**config.mk**
```make
export PLATFORM = sky130hd
export DESIGN_NAME = card_range_table_match_unit
export DESIGN_NICKNAME = d
export VERILOG_FILES = /design/src/rtl/core/crtm_pkg.sv /design/src/rtl/core/crtm_datapath.sv /design/src/rtl/core/crtm_ctrl.sv /design/src/rtl/core/card_range_table_match_unit.sv
export VERILOG_INCLUDE_DIRS = /design/src /design/src/rtl/core
export SDC_FILE = /design/constraint.sdc
export NUM_CORES = 2
export LEC_CHECK = 0
export ABC_AREA = 0
export BUFFER_PORTS_ARGS = -buffer_cell sky130_fd_sc_hd__buf_2
export CORE_ASPECT_RATIO = 1.5
export CORE_UTILIZATION = 52
export CTS_BUF_LIST = sky130_fd_sc_hd__clkbuf_16
export CTS_CLUSTER_DIAMETER = 100
export DETAILED_ROUTE_END_ITERATION = 12
export PLACE_DENSITY = 0.77
export SYNTH_ARGS = -nofsm -noshare
export SYNTH_HDL_FRONTEND = slang
export SYNTH_SLANG_ARGS = --single-unit
```
**constraint.sdc**
```tcl
create_clock -name clk -period 16.9 [get_ports clk]
set_input_delay 4.225 -clock clk [delete_from_list [all_inputs] [get_ports clk]]
set_output_delay 4.225 -clock clk [all_outputs]
set_load 0.05 [all_outputs]
```
**src/rtl/core/assert_macros.svh**
```systemverilog
// Assertion helpers for the core RTL.
`ifndef ASSERT_MACROS_SVH
`define ASSERT_MACROS_SVH

// Checked outside reset only.
`define ASSERT_CLK(lbl, prop, msg) \
	lbl: assert property (@(posedge clk) disable iff (!arst_n) (prop)) else $error(msg);

// Checked at every edge, reset included.
`define ASSERT_ALWAYS(lbl, prop, msg) \
	lbl: assert property (@(posedge clk) (prop)) else $error(msg);

`endif

```
**src/rtl/core/crtm_pkg.sv**
```systemverilog
`timescale 1ns / 1ps

package crtm_pkg;

	localparam int unsigned TableEntriesDefault = 32;
	localparam int unsigned CompareBytesDefault = 5;
	localparam int unsigned BoundBytes          = 5;
	localparam int unsigned MaxDigits           = 20;

	localparam logic OP_WRITE  = 1'b0;
	localparam logic OP_LOOKUP = 1'b1;

	typedef enum logic [1:0] {
		ST_IDLE,
		ST_SCAN,
		ST_FINISH
	} state_t;

	// controller -> datapath
	typedef struct packed {
		logic load;    // input transfer: capture item, write entry on a write
		logic scan;    // scan in progress: issue reads, capture first hit
		logic finish;  // move result into the output register
	} cmd_t;

	// datapath -> controller
	typedef struct packed {
		logic hit;     // entry under compare matches
		logic last;    // entry under compare is the final one
	} status_t;

endpackage

```
**src/rtl/core/crtm_datapath.sv**
```systemverilog
`timescale 1ns / 1ps

module crtm_datapath #(
	parameter int unsigned TABLE_ENTRIES = crtm_pkg::TableEntriesDefault,
	parameter int unsigned COMPARE_BYTES = crtm_pkg::CompareBytesDefault
) (
	input  logic              clk,
	input  logic              arst_n,
	input  crtm_pkg::cmd_t    cmd,
	output crtm_pkg::status_t st,
	input  logic              op,
	input  logic [39:0]       card_digits_first,
	input  logic [39:0]       card_digits_last,
	input  logic [4:0]        entry_slot,
	input  logic [39:0]       range_low,
	input  logic [39:0]       range_high,
	input  logic [4:0]        needed_length,
	input  logic [7:0]        range_tag,
	output logic              matched,
	output logic [4:0]        hit_slot,
	output logic [7:0]        hit_tag,
	output logic [4:0]        card_length
);

	localparam int unsigned IDX_W = (TABLE_ENTRIES > 1) ? $clog2(TABLE_ENTRIES) : 1;
	localparam int unsigned CNT_W = $clog2(TABLE_ENTRIES + 1);
	localparam int unsigned CMP_BYTES =
		(COMPARE_BYTES < crtm_pkg::BoundBytes) ? COMPARE_BYTES : crtm_pkg::BoundBytes;
	localparam int unsigned CMP_W = 8 * CMP_BYTES;
	localparam int unsigned SLOT_W = IDX_W + 5;
	localparam logic [SLOT_W-1:0] SLOT_LIMIT = SLOT_W'(TABLE_ENTRIES);
	localparam logic [CNT_W-1:0]  CNT_END    = CNT_W'(TABLE_ENTRIES);
	localparam logic [IDX_W-1:0]  IDX_LAST   = IDX_W'(TABLE_ENTRIES - 1);

	// digits up to the first filler nibble
	function automatic logic [4:0] count_digits(input logic [79:0] num);
		logic [4:0] n;
		n = 5'(crtm_pkg::MaxDigits);
		for (int k = crtm_pkg::MaxDigits - 1; k >= 0; k--) begin
			if (num[79 - 4*k -: 4] == 4'hF) begin
				n = 5'(k);
			end
		end
		return n;
	endfunction

	logic [CMP_W-1:0] mem_low  [TABLE_ENTRIES];
	logic [CMP_W-1:0] mem_high [TABLE_ENTRIES];
	logic [4:0]       mem_rule [TABLE_ENTRIES];
	logic [7:0]       mem_tag  [TABLE_ENTRIES];
	logic [TABLE_ENTRIES-1:0] vld_q;

	logic [CMP_W-1:0] key_q;
	logic [4:0]       len_q;
	logic [CNT_W-1:0] cnt_q;

	logic [CMP_W-1:0] low_s1, high_s1;
	logic [4:0]       rule_s1;
	logic [7:0]       tag_s1;
	logic             ent_vld_s1;
	logic [IDX_W-1:0] idx_s1;
	logic             busy_s1;

	logic             res_matched_q;
	logic [4:0]       res_slot_q;
	logic [7:0]       res_tag_q;

	logic             out_matched_q;
	logic [4:0]       out_slot_q;
	logic [7:0]       out_tag_q;
	logic [4:0]       out_len_q;

	logic [SLOT_W-1:0] slot_ext;
	logic [IDX_W-1:0]  wr_addr;
	logic              wr_en;
	logic [IDX_W-1:0]  rd_addr;
	logic              issue;
	logic [IDX_W+4:0]  idx_ext;
	logic [CMP_W-1:0]  eff_low, eff_high;
	logic [4:0]        eff_rule;
	logic [7:0]        eff_tag;
	logic              match;

	assign slot_ext = {{IDX_W{1'b0}}, entry_slot};
	assign wr_addr  = slot_ext[IDX_W-1:0];
	assign wr_en    = cmd.load && (op == crtm_pkg::OP_WRITE) && (slot_ext < SLOT_LIMIT);
	assign rd_addr  = cnt_q[IDX_W-1:0];
	assign issue    = cmd.scan && (cnt_q != CNT_END);

	always_ff @(posedge clk) begin
		if (wr_en) begin
			mem_low[wr_addr]  <= range_low[39 -: CMP_W];
			mem_high[wr_addr] <= range_high[39 -: CMP_W];
			mem_rule[wr_addr] <= needed_length;
			mem_tag[wr_addr]  <= range_tag;
		end
		if (issue) begin
			low_s1  <= mem_low[rd_addr];
			high_s1 <= mem_high[rd_addr];
			rule_s1 <= mem_rule[rd_addr];
			tag_s1  <= mem_tag[rd_addr];
		end
	end

	always_ff @(posedge clk or negedge arst_n) begin
		if (!arst_n) begin
			vld_q <= '0;
		end else if (wr_en) begin
			vld_q[wr_addr] <= 1'b1;
		end
	end

	always_ff @(posedge clk or negedge arst_n) begin
		if (!arst_n) begin
			cnt_q   <= '0;
			busy_s1 <= 1'b0;
		end else if (cmd.load) begin
			cnt_q   <= '0;
			busy_s1 <= 1'b0;
		end else begin
			busy_s1 <= issue;
			if (issue) begin
				cnt_q <= cnt_q + 1'b1;
			end
		end
	end

	always_ff @(posedge clk) begin
		if (issue) begin
			ent_vld_s1 <= vld_q[rd_addr];
			idx_s1     <= rd_addr;
		end
		if (cmd.load) begin
			key_q <= card_digits_first[39 -: CMP_W];
			len_q <= (op == crtm_pkg::OP_LOOKUP) ?
				count_digits({card_digits_first, card_digits_last}) : 5'd0;
		end
	end

	// never-written entries read as zero
	assign eff_low  = ent_vld_s1 ? low_s1  : '0;
	assign eff_high = ent_vld_s1 ? high_s1 : '0;
	assign eff_rule = ent_vld_s1 ? rule_s1 : '0;
	assign eff_tag  = ent_vld_s1 ? tag_s1  : '0;

	// leading bytes MSB first compare as one unsigned number
	assign match = ((eff_rule == 5'd0) || (eff_rule == len_q)) &&
		(key_q >= eff_low) && (key_q <= eff_high);

	assign st.hit  = busy_s1 && match;
	assign st.last = busy_s1 && (idx_s1 == IDX_LAST);

	assign idx_ext = {5'd0, idx_s1};

	always_ff @(posedge clk) begin
		if (cmd.load) begin
			res_matched_q <= 1'b0;
			res_slot_q    <= '0;
			res_tag_q     <= '0;
		end else if (cmd.scan && st.hit) begin
			res_matched_q <= 1'b1;
			res_slot_q    <= idx_ext[4:0];
			res_tag_q     <= eff_tag;
		end
		if (cmd.finish) begin
			out_matched_q <= res_matched_q;
			out_slot_q    <= res_slot_q;
			out_tag_q     <= res_tag_q;
			out_len_q     <= len_q;
		end
	end

	assign matched     = out_matched_q;
	assign hit_slot    = out_slot_q;
	assign hit_tag     = out_tag_q;
	assign card_length = out_len_q;

endmodule

```
**src/rtl/core/crtm_ctrl.sv**
```systemverilog
`timescale 1ns / 1ps
`include "assert_macros.svh"

module crtm_ctrl (
	input  logic              clk,
	input  logic              arst_n,
	input  logic              in_valid,
	output logic              in_ready,
	input  logic              op,
	output logic              out_valid,
	input  logic              out_ready,
	output crtm_pkg::cmd_t    cmd,
	input  crtm_pkg::status_t st
);

	crtm_pkg::state_t state_q, state_d;
	logic out_valid_q, out_valid_d;

	always_ff @(posedge clk or negedge arst_n) begin
		if (!arst_n) begin
			state_q     <= crtm_pkg::ST_IDLE;
			out_valid_q <= 1'b0;
		end else begin
			state_q     <= state_d;
			out_valid_q <= out_valid_d;
		end
	end

	always_comb begin
		state_d     = state_q;
		out_valid_d = out_valid_q && !out_ready;
		cmd         = '0;
		in_ready    = 1'b0;
		unique case (state_q)
			crtm_pkg::ST_IDLE: begin
				in_ready = 1'b1;
				if (in_valid) begin
					cmd.load = 1'b1;
					state_d  = (op == crtm_pkg::OP_LOOKUP) ?
						crtm_pkg::ST_SCAN : crtm_pkg::ST_FINISH;
				end
			end
			crtm_pkg::ST_SCAN: begin
				cmd.scan = 1'b1;
				if (st.hit || st.last) begin
					state_d = crtm_pkg::ST_FINISH;
				end
			end
			crtm_pkg::ST_FINISH: begin
				// wait for the output register to drain
				if (!out_valid_q || out_ready) begin
					cmd.finish  = 1'b1;
					out_valid_d = 1'b1;
					state_d     = crtm_pkg::ST_IDLE;
				end
			end
			default: begin
				state_d = crtm_pkg::ST_IDLE;
			end
		endcase
	end

	assign out_valid = out_valid_q;

	`ASSERT_ALWAYS(a_finish_room, cmd.finish |-> (!out_valid_q || out_ready), "result overwrites pending transfer")
	`ASSERT_CLK(a_scan_ends, (state_q == crtm_pkg::ST_SCAN && (st.hit || st.last)) |=> (state_q == crtm_pkg::ST_FINISH), "scan did not stop at hit or end")
	`ASSERT_CLK(a_accept_busy, (in_valid && in_ready) |=> !in_ready, "second item taken before result")

endmodule

```
**src/rtl/core/card_range_table_match_unit.sv**
```systemverilog
`timescale 1ns / 1ps
// channel | handshake            | payload
// in      | in_valid / in_ready   | op, card_digits_first/last, entry_slot, range_low/high,
//         |                       | needed_length, range_tag
// out     | out_valid / out_ready | matched, hit_slot, hit_tag, card_length
//
// Write: the input transfer moves the controller from ST_IDLE to ST_FINISH, which loads
// the output register once it is free. Lookup: one-entry-per-cycle scan over the table
// memory read port, then ST_FINISH; a hit ends the scan early.
// One item at a time; a result may wait in the output register while the next item
// is taken. Reset clears the table valid bits at once, no clearing pass.

module card_range_table_match_unit #(
	parameter int unsigned TABLE_ENTRIES = crtm_pkg::TableEntriesDefault,
	parameter int unsigned COMPARE_BYTES = crtm_pkg::CompareBytesDefault
) (
	input  logic        clk,
	input  logic        arst_n,
	input  logic        in_valid,
	output logic        in_ready,
	input  logic        op,
	input  logic [39:0] card_digits_first,
	input  logic [39:0] card_digits_last,
	input  logic [4:0]  entry_slot,
	input  logic [39:0] range_low,
	input  logic [39:0] range_high,
	input  logic [4:0]  needed_length,
	input  logic [7:0]  range_tag,
	output logic        out_valid,
	input  logic        out_ready,
	output logic        matched,
	output logic [4:0]  hit_slot,
	output logic [7:0]  hit_tag,
	output logic [4:0]  card_length
);

	crtm_pkg::cmd_t    cmd;
	crtm_pkg::status_t st;

	crtm_ctrl u_ctrl (
		.clk       (clk),
		.arst_n    (arst_n),
		.in_valid  (in_valid),
		.in_ready  (in_ready),
		.op        (op),
		.out_valid (out_valid),
		.out_ready (out_ready),
		.cmd       (cmd),
		.st        (st)
	);

	crtm_datapath #(
		.TABLE_ENTRIES (TABLE_ENTRIES),
		.COMPARE_BYTES (COMPARE_BYTES)
	) u_datapath (
		.clk               (clk),
		.arst_n            (arst_n),
		.cmd               (cmd),
		.st                (st),
		.op                (op),
		.card_digits_first (card_digits_first),
		.card_digits_last  (card_digits_last),
		.entry_slot        (entry_slot),
		.range_low         (range_low),
		.range_high        (range_high),
		.needed_length     (needed_length),
		.range_tag         (range_tag),
		.matched           (matched),
		.hit_slot          (hit_slot),
		.hit_tag           (hit_tag),
		.card_length       (card_length)
	);

endmodule
```
# [Word-level counts from Yosys, hierarchy flattened]
# Memory sizes are Yosys's and may differ from the RTL's. A register that Yosys moved wholly into a read port is not among the register bits.
# Cells that the tools add are included.
[classes] order_cmp=6 n_eq_ne=28 add_sub_neg=1 reduce_logical=24 bitwise=2 muxes=45
[op_table] op="$eq A4 B4 Y1 const B" n=20
[op_table] op="$mux W40" n=2
[op_table] op="$ge A40 B40 Y1" n=1
[op_table] op="$le A40 B40 Y1" n=1
[op_table] op="$mux W4" n=8
[op_table] op="$or A32 B32 Y32" n=1
[op_table] op="$mux W3" n=8
[op_table] op="$lt A5 B6 Y1 const B" n=3
[op_table] op="$reduce_or A17 Y1" n=1
[op_table] op="$mux W1" n=14
[op_table] op="$mux W2" n=6
[op_table] op="$mux W6" n=2
[op_table] op="$logic_and A1 B1 Y1" n=10
[op_table] op="$reduce_or A9 Y1" n=1
[op_table] op="$mux W8" n=1
[op_table] op="$add A6 B1 Y6 const B" n=1
[op_table] op="$ne A6 B6 Y1 const B" n=1
[op_table] op="$pmux W2 S3" n=1
[op_table] op="$bmux W1 S5" n=1
[op_table] op="$demux W1 S5" n=1
[op_table] op="$eq A5 B5 Y1" n=1
[op_table] op="$eq A5 B5 Y1 const B" n=1
[op_table] op="$ge A5 B1 Y1 const B" n=1
[op_table] op="$logic_not A5 Y1" n=1
[op_table] op="14 further kinds" n=18
[word_totals] regBits=126 memories=4 ram_bits=2976
[memory_table] name="u_datapath.mem_high" depth=32 word_bits=40 read_ports=1 rd_clocked_by_memory_dff=1 write_ports=1 line="crtm_datapath.sv:48" text="logic [CMP_W-1:0] mem_high [TABLE_ENTRIES];"
[memory_table] name="u_datapath.mem_low" depth=32 word_bits=40 read_ports=1 rd_clocked_by_memory_dff=1 write_ports=1 line="crtm_datapath.sv:47" text="logic [CMP_W-1:0] mem_low [TABLE_ENTRIES];"
[memory_table] name="u_datapath.mem_tag" depth=32 word_bits=8 read_ports=1 rd_clocked_by_memory_dff=1 write_ports=1 line="crtm_datapath.sv:50" text="logic [7:0] mem_tag [TABLE_ENTRIES];"
[memory_table] name="u_datapath.mem_rule" depth=32 word_bits=5 read_ports=1 rd_clocked_by_memory_dff=1 write_ports=1 line="crtm_datapath.sv:49" text="logic [4:0] mem_rule [TABLE_ENTRIES];"

# [Logic depth before layout (Yosys ltp)]
[logic_depth] ltp_word=20 ltp_mapped=13 mapped_depth_nobuf=9

# [By module]
# A second synthesis with hierarchy kept.
[unflattened] hier_cells=5405 hier_area_um2=122635.1
[by_module_without_submodules] module="crtm_datapath" area_per_inst_um2=122472.5 seq_area_each_um2=95516.6 n_inst=1 cells_per_inst=5388
[by_module_without_submodules] module="crtm_ctrl" area_per_inst_um2=162.7 seq_area_each_um2=75.1 n_inst=1 cells_per_inst=17

# [Least setup slack after synthesis]
# Ideal clock, no wire load.
[synth_path] kind="input port to flip-flop" start="in in_valid" end="reg u_datapath.vld_q[28]" setup_time_ns=0.089 stages=6 arrival_time_ns=10.756 n_path_buf=1 path_slack_ns=6.055 path_cell_list="nand2_1 inv_1 clkbuf_1 nand4_1 nor2_1 or2_2"
[synth_rtl] element="from (decl)" line="card_range_table_match_unit.sv:19" text="input logic in_valid,"
[synth_rtl] element="to (signal assigned)" line="crtm_datapath.sv:107" text="vld_q <= '0;"
[synth_rtl] element="to (signal, indexed assignment)" line="crtm_datapath.sv:109" text="vld_q[wr_addr] <= 1'b1;"
[synth_rtl] element="to (decl)" line="crtm_datapath.sv:51" text="logic [TABLE_ENTRIES-1:0] vld_q;"

# [Worst setup path in the final report]
[layout_path] start="in in_valid" end="mem u_datapath.mem_high[26][21] (netlist bit) (enable)"
[layout_between] elab_chain_cells=6
[layout_lines] element="$mux W1" line="crtm_ctrl.sv:37" text="if (in_valid) begin"
[layout_lines] element="$mux W1" line="crtm_ctrl.sv:34" text="unique case (state_q)"
[layout_lines] element="$logic_and A1 B1 Y1 (2 in series)" line="crtm_datapath.sv:86" text="assign wr_en = cmd.load && (op == crtm_pkg::OP_WRITE) && (slot_ext < SLOT_LIMIT);"
[layout_lines] element="$mux W1" line="crtm_datapath.sv:91" text="if (wr_en) begin"
[layout_lines] element="$mux W1 (implied by the code)" line="crtm_datapath.sv:93" text="mem_high[wr_addr] <= range_high[39 -: CMP_W];"
[layout_lines] element="to (decl)" line="crtm_datapath.sv:48"
# No other way between the ends.

==> results.json <==
{
  "syn-mean-instance-area_um2": 24.5,
  "track_usage_pct": 27.1,
  "start_kind": "input pin",
  "ant_nets": 0,
  "grt.overflow.total": 0,
  "final_max_slew_viol_count": 0,
  "critPathSlowestCell": "nor2_4",
  "ys_seq_elements": 3195,
  "drtPass1Iterations": 5,
  "postSynthCellCount": 4998,
  "fin_crit_ps": 7540,
  "fillCellCount": 15121,
  "drt_iter0_markers": 7957,
  "worst_slack_ps": 9360,
  "yosysWarnings": 0,
  "cts_tree": "yes",
  "drive_above_1_share_pct": 32.4,
  "final_nets": 5608,
  "rows": 217,
  "dieArea_um2": 237000,
  "io_pins": 204,
  "cp_common_cell": "buf_4",
  "crit_fanout": 53,
  "critPathCaptureType": "flop",
  "fp.dieH_um": 596,
  "h-tree-depth": 5,
  "critical_path_class": "in -> reg",
  "grt_pass1_wl_mm": 451,
  "gp_congestion": 0.836,
  "reg2regPathDepth": 7,
  "hpwl_mm": 173,
  "synthFlopType": "edfxtp_1",
  "syn_nets": 5263,
  "postCtsHoldBufs": 0,
  "crit_start": "in_valid",
  "clock.fmax_mhz": 133,
  "power.leakage_nw": 42.0,
  "r2r_slack_ps": 10990,
  "synth_async_sr_flop_share_pct": 1.31,
  "timing.setup.tns_ps": 0,
  "cts_resized": 0,
  "routed_via_density": 6.80,
  "tightest_slew_ps": 1200,
  "port_buffers": 203,
  "grt_pass1_vias": 59416,
  "setup_viol": 0,
  "cts.reportedPaths.clkPinSlew_ps": 60,
  "drc": 0,
  "final_common_cell": "edfxtp_1",
  "cp_cell_sequence": "buf_2 -> nand2_1 -> inv_2 -> buf_4 -> nand4_1 -> nor2_4 -> buf_4",
  "start_util_pct": 52.4,
  "yosysSeqAreaShare_pct": 78.2,
  "rsz0062_at_grt": "no",
  "wire_per_inst_um": 37.2,
  "wirelength_mm": 321,
  "cpPeakStageDelay_ps": 800,
  "syn2layout_area_growth_pct": 11.3,
  "power_density_nw_per_um2": 146,
  "grt_max_degree": 158,
  "clock-sinks": 3195,
  "peakVddDrop_uv": 114,
  "via_count": 58658,
  "reg2reg_to": "u_datapath.high_s1[32]",
  "syn_area_um2": 122000,
  "final_hold_viol_count": 0,
  "arrival_ps": 7980,
  "clock_path_buffers": 4,
  "fp.dieW_um": 398,
  "cap_violations": 0,
  "rr_startpoint": "u_datapath.cnt_q[0]",
  "antenna_found_initial": 52,
  "root_buffer": "clkbuf_16",
  "core_area_um2": 233000,
  "endpoint": "u_datapath.mem_high[26][21]",
  "place_ws_ps": 8600,
  "clk-insertion-delay-late_ps": 870,
  "final_cell_mix": "3139 x edfxtp_1, 940 x mux4_2, 291 x clkbuf_16, 203 x buf_2, 125 x nand2_1",
  "synth_edf_count": 3139,
  "period_share_pct": 44.6,
  "post_cts_buffers": 0,
  "status": "complete, no violations",
  "relSlewSlack_pct": 20.0,
  "skew_ps": 67.4,
  "placed_cells": 8128,
  "cts_made_buffers": 279,
  "required_ps": 17340,
  "synth_cell_types": 55,
  "hold_path_class": "reg -> reg",
  "final_cells": 8625
}
-- registers in the layout, indices dropped and copies added, names as in the netlist, 32 cells and up --
| name | cells |
|---|---|
| u_datapath.mem_low | 1280 |
| u_datapath.mem_tag | 256 |
| u_datapath.mem_rule | 160 |
| u_datapath.high_s1 | 40 |
| u_datapath.key_q | 40 |
| u_datapath.mem_high | 1280 |
| u_datapath.low_s1 | 40 |
| u_datapath.vld_q | 32 |
-- how the worst min path moves through the flow --
stage,depth (start not counted),startpoint,end
finish,0,u_datapath.res_slot_q[3],u_datapath.hit_slot[3]
detailed placement,0,u_datapath.res_slot_q[3],u_datapath.hit_slot[3]
floorplan,0,u_datapath.res_slot_q[0],u_datapath.hit_slot[0]
CTS,0,u_datapath.res_slot_q[3],u_datapath.hit_slot[3]
global route,0,u_datapath.res_slot_q[1],u_datapath.hit_slot[1]
global placement,0,u_datapath.res_tag_q[0],u_datapath.hit_tag[0]
-- synthesized netlist by cell type, drive strengths merged, types with 4 or more instances --
library cell	count	share of area (%)
edfxtp	3139	77
mux4	940	17
nand2	125	0.38
clkbuf	123	0.38
buf	117	0.47
mux2	94	0.87
ha	82	0.84
nor2	58	0.18
dfrtp	42	0.86
a21oi	39	0.17
or2	34	0.17
nand4	31	0.16
o21ai	21	0.089
nand3	16	0.065
dfxtp	14	0.23
inv	13	0.040
mux2i	13	0.11
and4	12	0.086
nand2b	9	0.046
nor3	6	0.025
a211oi	5	0.031
nor2b	5	0.026
xor2	5	0.036
a31oi	4	0.020
o211ai	4	0.025
o21a	4	0.025
-- final cells by class --
| type | instances | area [um2] | area share [%] |
|---|---|---|---|
| clock inverters | 189 | 1590 | 1.17 |
| repair buffers | 304 | 1890 | 1.39 |
| clock buffers | 291 | 7280 | 5.35 |
| multi-input cells | 1550 | 25900 | 19.0 |
| well taps | 3066 | 3840 | 2.82 |
| diodes | 17 | 42.5 | 0.0312 |
| inverters | 13 | 48.8 | 0.0358 |
| flip-flops and latches | 3195 | 95600 | 70.2 |
-- per-layer routing --
metal	up-vias	global-route usage (%)	part of all wire (%)
met2	4505	46.2	52
li1	22200	-	-
met5	-	0	0.10
met4	54	13.1	5.5
met1	31046	33.2	32
met3	853	5.31	10
-- through the flow --
step / power (W) / util [%] / cell area (um2) / hold slack, ps
6_report: 0.0199 / 58.4 / 136000 / 429
5_1_grt: 0.0204 / 58.4 / 136000 / 434
4_1_cts: 0.0200 / 58.4 / 136000 / 430
3_5_place_dp: 0.0137 / 54.6 / 127000 / 415
3_3_place_gp: 0.0136 / 54.6 / 127000 / 416
2_1_floorplan: 0.0123 / - / 122000 / 408
-- worst max-delay path, delay by kind of cell --
family | cells | cell delay, ps
buf+inv | 4 | 1690
simple gates | 3 | 1910
-- power breakdown --
part | internal, W | switching (W)
clock | 0.00355 | 0.00281
combinational | 0.00199 | 0.00230
sequential | 0.00903 | 0.000279
total | 0.0146 | 0.00539
-- cells by family (layout without fill, tap and decap cells) --
logic type,Yosys count,after routing,share of synthesized area [%]
muxes,1047,1047,18.3
and+or+nand+nor,311,311,1.23
adders and majority gates,82,82,0.839
xor gates and xnor gates,7,7,0.0501
AOI/OAI and AO/OA,103,103,0.545
buffers and inverters,253,797,0.887
DFF,3195,3195,78.2
other,0,17,0
No activity file was read; power rests on OpenSTA's default activity.
